<file path="src/hdl/delayed_difference_resampler_assert.svh">
// Assertion macros for the delayed difference resampler.
// Used by the top level; expects clk and arst_n in scope.
`ifndef DELAYED_DIFFERENCE_RESAMPLER_ASSERT_SVH
`define DELAYED_DIFFERENCE_RESAMPLER_ASSERT_SVH

// Consequent must hold in the same cycle as the antecedent.
`define DDR_ASSERT_SAME(label, ante, cons, msg) \
	label: assert property (@(posedge clk) disable iff (!arst_n) (ante) |-> (cons)) \
		else $error(msg);

// Consequent must hold in the cycle after the antecedent.
`define DDR_ASSERT_NEXT(label, ante, cons, msg) \
	label: assert property (@(posedge clk) disable iff (!arst_n) (ante) |=> (cons)) \
		else $error(msg);

`endif

</file>
<file path="src/hdl/ddr_hist_ram.sv">
// History memory of resampled grid values: one write port, one read port.
// Synchronous read with registered data; no package dependencies.
`default_nettype none

module ddr_hist_ram #(
	parameter int DEPTH = 256,
	parameter int AW    = 8
) (
	input  wire                     clk,
	input  wire                     we,
	input  wire        [AW-1:0]     waddr,
	input  wire signed [15:0]       wdata,
	input  wire                     re,
	input  wire        [AW-1:0]     raddr,
	output logic signed [15:0]      rdata
);

	logic signed [15:0] mem_q [DEPTH];

	// Write port.
	always_ff @(posedge clk) begin
		if (we) begin
			mem_q[waddr] <= wdata;
		end
	end

	// Read port; the data is registered on a read enable.
	always_ff @(posedge clk) begin
		if (re) begin
			rdata <= mem_q[raddr];
		end
	end

endmodule

`default_nettype wire

</file>
<file path="config.mk">
export PLATFORM = sky130hd
export DESIGN_NAME = ddr_hist_ram
export DESIGN_NICKNAME = d
export VERILOG_FILES = /design/src/hdl/delayed_difference_resampler_assert.svh /design/src/hdl/ddr_hist_ram.sv
export SDC_FILE = /design/constraint.sdc
export NUM_CORES = 2
export LEC_CHECK = 0
export ABC_CLOCK_PERIOD_IN_PS = 5610
export BUFFER_PORTS_ARGS = -buffer_cell sky130_fd_sc_hd__buf_2
export CAP_MARGIN = 20
export CORE_MARGIN = 5
export CORE_UTILIZATION = 45
export DETAILED_ROUTE_END_ITERATION = 6
export HOLD_SLACK_MARGIN = 0.1
export PLACE_DENSITY = 0.62
export SYNTH_ARGS = -nofsm -noshare
export SYNTH_HDL_FRONTEND = slang
export SYNTH_SLANG_ARGS = --single-unit
export TNS_END_PERCENT = 100
</file>
<file path="constraint.sdc">
create_clock -name clk -period 5.61 [get_ports clk]
set_input_delay 1.122 -clock clk [delete_from_list [all_inputs] [get_ports clk]]
set_output_delay 1.122 -clock clk [all_outputs]
set_load 0.05 [all_outputs]
</file>
==> summary.md <==
| Metric | Value |
|---|---|
| Status | finished clean |
| Clock sinks | just over 4000 |
| Pleak | 57.15 nW |
| H-tree Lvls | 5 |
| Register area share after synthesis | 0.7772 |
| DP Wirelength | 257.4 mm |
| PnR worst setup slack | approximately 1.3 ns |
| Total CTS buffers | approximately 410 |
| Power density over the cells | roughly 350 nW/um2 |
| Crit start category | primary input |
| Pre-CTS WS | about 0.39 ns |
| Most used cell, CP | buf_12 |
| Placed Area | 167500 um2 |
| Reg area | 123500 um2 |
| Total GRT Usage | 0.2312 |
| Hold path depth | 1 |
| Initial Util | 0.4512 |
| Total die area | roughly 370000 um2 |
| Layout cells sized above 1 | 0.2596 |
| Worst-skew pair later-pin latency | about 0.96 ns |
| Crit-path slowest cell | o32ai_1 |
| CTS tree | yes |
| Asr flop ratio synth | 0 |
| Vias in the first global route | 78600 |
| RR Startpoint | mem_q[11][9] |
| DIE HEIGHT | between 600 and 700 um |
| Antenna-violating nets left | 0 |
| GRT overflow | 0 |
| Drt wl/cell | approximately 33 um |
| Initial antenna violation count | 34 |
| Syn avg cell area | between 20 and 25 um2 |
| Crit path cell chain | buf_12 -> buf_12 -> buf_12 -> mux4_2 -> mux2_2 -> a22oi_1 -> buf_4 -> nand2_1 -> o32ai_1 -> nor4_1 |
| Worst-margin pin slew | 1.428 ns |
| IO Port Bufs | 50 |
| Final Slew Violations | 0 |
| CTS clk-pin slew, worst paths | around 0.060 ns |
| Cell taking the most area after synthesis | edfxtp_1 |
| Top cell type's share of synthesized area | 0.7772 |
| R2r setup slk | between 2 and 2.5 ns |
| Top FF cell, synth | edfxtp_1 |
| Post-synth EDFFs | 4112 |
| Syn nets | roughly 7400 |
| Crit Path Category | in -> reg |
| Library cells used by synthesis | around 50 |
| Setup TNS | 0 ns |
| WL final | approximately 430 mm |
| Hold-critical path endpoint | mem_q[62][6] |
| Clock root buffer | clkbuf_16 |
| Crit path from | raddr[0] |
| Post-CTS Hold Buffers | 0 |
| Layout area overhead | 13.73% |
| Delay of the slowest cell on the worst path | around 1.1 ns |
| Final instance area | between 150000 and 200000 um2 |
| WP data required | between 6 and 7 ns |
| MaxCap Viol Count | 0 |
| Unrepaired setup endpoints after global routing | false |
| Footprint of the multi-input gates | between 30000 and 40000 um2 |
| Crit share post-route | 0.7762 |
| Syn Std Cell Area | ~160000 um2 |
| Placed cells | 12200 |
| Vias post-DR | 79900 |
| Synth Instances | 7360 |
| FMAX | 0.2297 GHz |
| Worst relative slew slack | 0.04786 |
| Synthesized flop and latch total | slightly above 4000 |
| Worst EP arrival | 5.01 ns |
| DRC | 0 |
| Worst vdd ir | between 200 and 300 uV |
| CP max FO | 46 |
| Max Root-Sink Buffers | 4 |
| Fin crit period | 4.354 ns |
| Largest net degree at the start of global routing | 175 |
| Filler cells | between 20000 and 30000 |
| Critical register-to-register path endpoint | rdata[9] |
| DRT Pass-1 Iters | 6 |
| Final setup violation count | 0 |
| Net count, final | 7922 |
| Routability congestion estimate | 0.9127 |
| Final Hold Viols | 0 |
| First-pass GRT wire length | 605.4 mm |
| DR iter-0 viols | approximately 11000 |
| Yosys warns | 0 |
| Via density | ~6.2 |
| Post-route insts no fill | roughly 13000 |
| Die W | 604.2 um |
| Synth area leaders | edfxtp_1 (78%), mux4_2 (11%), mux2i_1 (3.6%) |
| Layout Skew | approximately 0.037 ns |
| Setup Buffers After CTS | 0 |
| Hold crit path type | in -> reg |
| # rows | ~220 |
| Worst Reg-to-Reg Cells | 7 |
| Num ports | about 50 |
| Core ar. | about 350000 um2 |
| # resized after CTS | 0 |
| Hold path start | wdata[6] |
| CP Capture Type | register |
==> flip-flops by register name (all words and copies together), names as in the netlist <==
signal  flops
mem_q    4096
rdata      16
==> per-layer routing <==
metal  wire, um  GRT usage
met1     168600     0.3265
met2     204200     0.3659
met3      38870    0.04218
met4      16760    0.07880
met5        118          0
==> cell usage after synthesis, types with 37 or more instances <==
cell type / instances
o21ai_0: 37
nor3_1: 92
mux2i_1: 565
mux2_2: 88
edfxtp_1: 4112
buf_6: 77
mux4_2: 797
a21oi_1: 175
o22ai_1: 148
clkbuf_1: 230
o221ai_1: 252
a22oi_1: 43
nor2_1: 304
nand2_1: 38
buf_2: 76
==> layout make-up <==
cell class                      instances  share of cell area
Inverter                                4           0.0001523
Multi-Input combinational cell       2792              0.1827
Clock inverter                        262             0.01343
Tap cell                             4730             0.03275
Clock buffer                          490             0.05939
Timing Repair Buffer                  563             0.02809
Antenna cell                            8           0.0001108
Sequential cell                      4112              0.6834
==> cells in the final DEF, fill, tap and decap left out, types with 32 or more instances in the layout <==
master,n
nor2_1,219
nor3_1,90
o221ai_1,252
clkbuf_16,419
bufinv_16,34
clkinv_2,72
mux2_2,88
mux4_2,797
clkbuf_1,72
clkinv_1,105
nor2_2,84
edfxtp_1,4112
a21oi_1,175
a22oi_1,43
o21ai_0,37
a22o_1,32
buf_12,60
mux2i_1,565
nand2_1,37
buf_4,452
o22ai_1,148
==> metrics by stage <==
step	hold slack, ns	total power [mW]	util
finish	0.5976	64.06	0.5131
global placement	1.196	37.80	0.4755
CTS	0.5221	64.49	0.5130
global route	0.5701	65.91	0.5131
detailed placement	1.217	37.85	0.4756
floorplan	0.9732	36.28	-
==> cell families (layout without fill, tap and decap cells) <==
logic type / Yosys count / in the layout / synth area share
compound gates: 786 / 786 / 0.03534
buf+inv: 456 / 1319 / 0.01692
mux: 1450 / 1450 / 0.1548
simple gates: 556 / 556 / 0.01573
other cells: 0 / 8 / 0
flops: 4112 / 4112 / 0.7772
==> where the power goes <==
group / switching [mW] / internal, mW
combinational: 2.15 / 1.09
clock: 11.6 / 15.2
sequential: 0.0634 / 33.9
==> worst max-delay path by stage <==
stage	to	slack, ns	depth (start not counted)
finish	rdata[9]	1.26	10
global route	rdata[8]	1.25	8
detailed placement	rdata[9]	0.39	10
floorplan	rdata[4]	2.24	8
global placement	rdata[9]	0.30	10
CTS	rdata[9]	1.44	10
==> critical path: cells and delay by family <==
kind | cells | cell delay, ns
mux | 2 | 0.78
compound gates | 2 | 1.55
simple gates | 2 | 0.31
buf+inv | 4 | 1.11
Power figures use the tool's default switching activity.
