--- config.mk ---
export PLATFORM = sky130hd
export DESIGN_NAME = ddr_interp
export DESIGN_NICKNAME = d
export VERILOG_FILES = /design/src/hdl/delayed_difference_resampler_assert.svh /design/src/hdl/ddr_pkg.sv /design/src/hdl/ddr_interp.sv
export SDC_FILE = /design/constraint.sdc
export NUM_CORES = 2
export LEC_CHECK = 0
export BUFFER_PORTS_ARGS = -buffer_cell sky130_fd_sc_hd__buf_4
export CORE_ASPECT_RATIO = 1.25
export CORE_UTILIZATION = 45
export DETAILED_ROUTE_END_ITERATION = 8
export HOLD_SLACK_MARGIN = 0.1
export PLACE_DENSITY = 0.68
export SYNTH_ARGS = -nofsm -noshare
export SYNTH_HDL_FRONTEND = slang
export SYNTH_SLANG_ARGS = --single-unit
--- constraint.sdc ---
create_clock -name clk -period 20 [get_ports clk]
set_input_delay 2 -clock clk [delete_from_list [all_inputs] [get_ports clk]]
set_output_delay 2 -clock clk [all_outputs]
set_load 0.005 [all_outputs]
--- src/hdl/delayed_difference_resampler_assert.svh ---
// Assertion macros for the delayed difference resampler.
// Used by the top level; expects clk and arst_n in scope.
`ifndef DELAYED_DIFFERENCE_RESAMPLER_ASSERT_SVH
`define DELAYED_DIFFERENCE_RESAMPLER_ASSERT_SVH

// Consequent must hold in the same cycle as the antecedent.
`define DDR_ASSERT_SAME(label, ante, cons, msg) \
	label: assert property (@(posedge clk) disable iff (!arst_n) (ante) |-> (cons)) \
		else $error(msg);

// Consequent must hold in the cycle after the antecedent.
`define DDR_ASSERT_NEXT(label, ante, cons, msg) \
	label: assert property (@(posedge clk) disable iff (!arst_n) (ante) |=> (cons)) \
		else $error(msg);

`endif

--- src/hdl/ddr_pkg.sv ---
// Shared types and constants of the delayed difference resampler.
// No dependencies; used by ddr_interp and the top level.
`default_nettype none

package ddr_pkg;

	// Register word indexes on the configuration port (paddr[2]).
	localparam logic REG_DELAY     = 1'b0;
	localparam logic REG_GRID_STEP = 1'b1;

	// Quotient bits resolved by the divider; larger quotients saturate.
	localparam int QUOT_BITS = 18;

	// Request from the control sequencer to the interpolation unit.
	typedef struct packed {
		logic               start;
		logic signed [16:0] dv;   // newest value minus previous value
		logic signed [32:0] dt;   // grid time minus previous sample time
		logic        [31:0] gap;  // newest time minus previous time, positive
		logic signed [15:0] pv;   // previous value
	} ddr_interp_req_t;

	// Response of the interpolation unit.
	typedef struct packed {
		logic               done;
		logic signed [15:0] g;
	} ddr_interp_rsp_t;

endpackage

`default_nettype wire

--- src/hdl/ddr_interp.sv ---
// Interpolation unit: split multiply, then an iterative restoring divider.
// Depends on ddr_pkg for the request and response types.
`default_nettype none

module ddr_interp (
	input  wire                        clk,
	input  wire                        arst_n,
	input  ddr_pkg::ddr_interp_req_t   req,
	output ddr_pkg::ddr_interp_rsp_t   rsp
);

	localparam logic [2:0] I_IDLE = 3'd0;
	localparam logic [2:0] I_PLO  = 3'd1;
	localparam logic [2:0] I_PHI  = 3'd2;
	localparam logic [2:0] I_SUM  = 3'd3;
	localparam logic [2:0] I_ABS  = 3'd4;
	localparam logic [2:0] I_DIVI = 3'd5;
	localparam logic [2:0] I_DIV  = 3'd6;
	localparam logic [2:0] I_FIN  = 3'd7;

	localparam int QB = ddr_pkg::QUOT_BITS;
	localparam int CNTW = $clog2(QB + 1);

	logic [2:0]          state_q;
	logic signed [16:0]  dv_q;
	logic signed [32:0]  dt_q;
	logic        [31:0]  gap_q;
	logic signed [15:0]  pv_q;
	logic signed [33:0]  plo_q;
	logic signed [33:0]  phi_q;
	logic signed [49:0]  num_q;
	logic        [49:0]  mag_q;
	logic                neg_q;
	logic        [31:0]  rem_q;
	logic        [QB-1:0] low_q;
	logic        [QB:0]  quot_q;
	logic        [CNTW-1:0] cnt_q;

	logic        [32:0]  trial;
	logic        [32:0]  trial_diff;
	logic signed [QB+1:0] quot_signed;
	logic signed [QB+2:0] sum;
	logic signed [15:0]  g_sat;

	// One divider step: shift in the next dividend bit and try the subtraction.
	assign trial      = {rem_q, low_q[QB-1]};
	assign trial_diff = trial - {1'b0, gap_q};

	// Signed quotient, added to the previous value and saturated to 16 bits.
	always_comb begin
		quot_signed = neg_q ? -$signed({1'b0, quot_q}) : $signed({1'b0, quot_q});
		sum = (QB+3)'(pv_q) + (QB+3)'(quot_signed);
		if (sum > (QB+3)'(32767)) begin
			g_sat = 16'sh7FFF;
		end else if (sum < -(QB+3)'(32768)) begin
			g_sat = -16'sh8000;
		end else begin
			g_sat = sum[15:0];
		end
	end

	assign rsp.done = (state_q == I_FIN);
	assign rsp.g    = g_sat;

	// Sequencer of the multiply and divide steps.
	always_ff @(posedge clk or negedge arst_n) begin
		if (!arst_n) begin
			state_q <= I_IDLE;
		end else begin
			case (state_q)
				I_IDLE: begin
					if (req.start) begin
						state_q <= I_PLO;
					end
				end
				I_PLO:  state_q <= I_PHI;
				I_PHI:  state_q <= I_SUM;
				I_SUM:  state_q <= I_ABS;
				I_ABS:  state_q <= I_DIVI;
				I_DIVI: begin
					if (mag_q >= {gap_q, QB'(0)}) begin
						state_q <= I_FIN;
					end else begin
						state_q <= I_DIV;
					end
				end
				I_DIV: begin
					if (cnt_q == CNTW'(1)) begin
						state_q <= I_FIN;
					end
				end
				I_FIN:  state_q <= I_IDLE;
				default: state_q <= I_IDLE;
			endcase
		end
	end

	// Datapath registers.
	always_ff @(posedge clk) begin
		case (state_q)
			I_IDLE: begin
				if (req.start) begin
					dv_q  <= req.dv;
					dt_q  <= req.dt;
					gap_q <= req.gap;
					pv_q  <= req.pv;
				end
			end
			I_PLO: begin
				// Low half of the time offset, taken as unsigned.
				plo_q <= dv_q * $signed({1'b0, dt_q[15:0]});
			end
			I_PHI: begin
				phi_q <= dv_q * $signed(dt_q[32:16]);
			end
			I_SUM: begin
				num_q <= (50'(phi_q) <<< 16) + 50'(plo_q);
			end
			I_ABS: begin
				neg_q <= num_q[49];
				mag_q <= num_q[49] ? 50'(-num_q) : 50'(num_q);
			end
			I_DIVI: begin
				// A quotient that cannot fit saturates the result anyway.
				quot_q <= {1'b1, QB'(0)};
				rem_q  <= mag_q[49:QB];
				low_q  <= mag_q[QB-1:0];
				cnt_q  <= CNTW'(QB);
			end
			I_DIV: begin
				if (!trial_diff[32]) begin
					rem_q  <= trial_diff[31:0];
					quot_q <= {quot_q[QB-1:0], 1'b1} & {1'b0, {QB{1'b1}}};
				end else begin
					rem_q  <= trial[31:0];
					quot_q <= {quot_q[QB-1:0], 1'b0} & {1'b0, {QB{1'b1}}};
				end
				low_q <= {low_q[QB-2:0], 1'b0};
				cnt_q <= cnt_q - CNTW'(1);
			end
			default: begin
			end
		endcase
	end

endmodule

`default_nettype wire

==> out/results.tsv <==
stage	metric	value	unit
yosys	Net Count, Synth	4830	
global_route	number of global-route vias before repair	29100	
cells_and_area	fin nets	4897	
cts	Clock transition at path regs	0.06	ns
critical_path	Critical Path AT	5.54	ns
routing	Total Wirelength	87900	um
cells_and_area	Register Area	10300	um2
cells_and_area	antenna diode count	0	
timing	highest clock rate	133	MHz
cells_and_area	Multi-input gate area	25800	um2
placement	Port Buffers	117	
cts	CTS Buf Count	42	
timing	Setup violations, final	0	
cts	TritonCTS clock tree	yes	
routing	Via density	5.18	
yosys	Synthesis Warnings	0	
yosys	Synth top area share	29.5	%
cells_and_area	Fillers	7796	
timing	fin crit period	7.54	ns
placement	gpl congestion	0.881	
timing	final hold viol count	0	
cts	clock buffer depth	3	
timing	Slew headroom	37.8	%
placement	hpwl dp	68800	um
yosys	leading area contributor after synthesis	fa_1	
die	I/O pins	118	
timing	fin crit share	37.7	%
routing	wire length per cell	17.2	um
die	Die Span Y	332	um
critical_path	Cell Chain, Critical Path	or4_1 -> nor4_1 -> nand3_1 -> or4_1 -> o21ai_0 -> xnor2_1 -> ha_1 -> a21o_1 -> o21ai_0 -> and2_1 -> a21oi_1 -> a31o_2 -> a21o_1 -> o21ai_1 -> inv_1 -> nor2_1 -> o21ai_0 -> buf_4	
cts	# hold bufs at CTS	0	
critical_path	worst-path fanout max	12	
yosys	Synth Instances	3858	
cts	post-cts gate resize count	0	
critical_path	Req. time, crit path	18.00	ns
cells_and_area	Layout Area Growth over Synthesis	9.00	%
yosys	Post-Syn Area	39300	um2
die	standard-cell row count	120	
cts	CTS sink cnt	344	
routing	Routed Antenna Nets	0	
die	DIE WIDTH	266	um
die	Initial Util	45.6	%
job	MaxCap Viol Count	0	
global_route	largest net degree at the start of global routing	70	
global_route	initial antenna violation count	1	
global_route	GRT Util Overall	20.8	%
timing	max-slew violations	0	
cts	post-CTS setup buffer count	0	
critical_path	Critical Path Start Type	register	
critical_path	kind of end point of the critical path	output pin	
min_path	Hold Crit Class	register to register	
cts	worst skew pair latency	0.60	ns
timing	RSZ-0062 raised after global routing	no	
timing	Clock Skews	0.0364	ns
critical_path	kind of critical path	register to output pin	
yosys	Synth Flop Type	edfxtp_1	
critical_path	cell mode on critical path	o21ai_0	
critical_path	Crit path buffers/inverters	2	
yosys	number of synthesized register bits	344	
die	Die ar.	88500	um2
timing	slew at the pin closest to its max-slew limit	0.924	ns
cells_and_area	layout cells sized above 1	6.01	%
routing	via count	26500	
global_route	first-pass GRT wire length	146000	um
critical_path	Worst path top cell family by delay	simple AND/OR/NAND/NOR gates	
routing	drt drc	0	
yosys	Synth async-reset ratio	0.872	%
cells_and_area	most frequent cells in the layout	inv_1, fa_1, nand2_1	
cts	Root Driver	clkbuf_16	
yosys	Post-synth EDFFs	341	
cts	htree depth	2	
critical_path	max incr delay on CP	0.59	ns
die	Placeable Area	86000	um2
critical_path	CP max stage cell	nor2_1	
global_route	GRT overflow	0	
run_status	outcome	finished clean	
yosys	Synth cell types	68	
routing	Starting DRT DRC Count	1225	
routing	detailed-router iteration count before antenna repair	5	
cells_and_area	most common cell after layout, fill and taps aside	inv_1	
yosys	top cells by area, synth	fa_1, edfxtp_1, ha_1, inv_1, and2_1	
yosys	Syn Area/Cell	10.2	um2
timing	post-route setup TNS	0	ns
yosys	post-synthesis sequential area ratio	26.3	%
path summary, 6_finish.rpt:
path                       depth (start not counted)         end       from  slack [ns]
max                                               18      rsp[2]  quot_q[5]       12.46
min                                                0    num_q[8]   plo_q[8]        0.42
max reg2reg                                       19   plo_q[33]   dv_q[16]       12.87
min reg2reg                                        0    num_q[8]   plo_q[8]        0.42
max in group asynchronous                          1  state_q[1]     arst_n       18.70
min in group asynchronous                          1  state_q[2]     arst_n        1.20
layout make-up:
cell class,instances,share of cell area [%]
Clock buffer,48,2.56
Clock inverter,30,0.719
Inverter,736,6.45
Multi-Input combinational cell,2653,60.2
Sequential cell,344,24.1
Tap cell,1159,3.39
Timing Repair Buffer,148,2.60
cell usage after synthesis (4+ instances only):
cell type  number
nand2_1       451
nand4_1        15
a211o_1         5
or4_1          11
or2_2           6
o21ai_0       125
nor3b_1         4
o211ai_1       15
nor4_1         14
clkbuf_1      123
fa_1          578
xnor2_1       173
a21boi_0        5
a31o_2          4
mux2i_1        26
ha_1          293
nand2b_1       28
and2_1        302
o21a_1         27
o2111ai_1       4
o31a_1          5
nor2b_1        20
nor3_1         36
edfxtp_1      341
o31ai_1        23
a211oi_1       13
a21oi_1       123
a21o_1         70
xor2_1         42
a31oi_1        14
and3_1         10
o21bai_1       20
nand3_1        26
and4_1          4
or3_1          14
nand4b_1        4
nor2_1         97
o41ai_1         8
inv_1         736
registers in the layout, indices dropped and copies added, names as in the netlist:
name	cells
pv_q	16
dt_q	33
rem_q	32
neg_q	1
plo_q	34
quot_q	19
state_q	3
low_q	18
phi_q	34
mag_q	50
cnt_q	5
gap_q	32
num_q	50
dv_q	17
cell families after synthesis:
kind of cell,Yosys count,synth area share (%)
fa+ha+maj,871,38.8
mux,26,0.663
compound gates,488,7.91
flops,344,26.3
simple gates,1053,13.3
xor+xnor,215,4.80
buf+inv,861,8.23
worst register-to-register path, delay by kind of cell, from the launching register on:
kind | cells | cell delay, ns
fa+ha+maj | 7 | 3.86
simple gates | 3 | 0.95
compound gates | 5 | 0.86
flops | 1 | 0.84
buf+inv | 3 | 0.26
xor+xnor | 1 | 0.12
stage by stage:
step	hold slack, ns	utilization, %	setup slack [ns]	instances	area (um2)
after global routing	0.422	49.8	11.92	5118	42800
after detailed placement	0.405	48.1	12.89	5040	41400
after global placement	0.401	48.1	13.02	5040	41400
after floorplan	0.400	-	7.30	3858	39300
final	0.417	49.8	12.46	5118	42800
after CTS	0.409	49.8	12.41	5118	42800
metal layers:
layer | GRT usage [%] | vias to the layer above | part of all wire [%]
met3 | 2.77 | 189 | 4.8
met1 | 24.6 | 13200 | 40
met5 | 0 | - | 0
met4 | 8.23 | 0 | 4.0
met2 | 37.7 | 657 | 51
li1 | - | 12500 | -
Power is not shown: default switching activity piles up to over one toggle a cycle in this logic, so the estimate is an artifact.
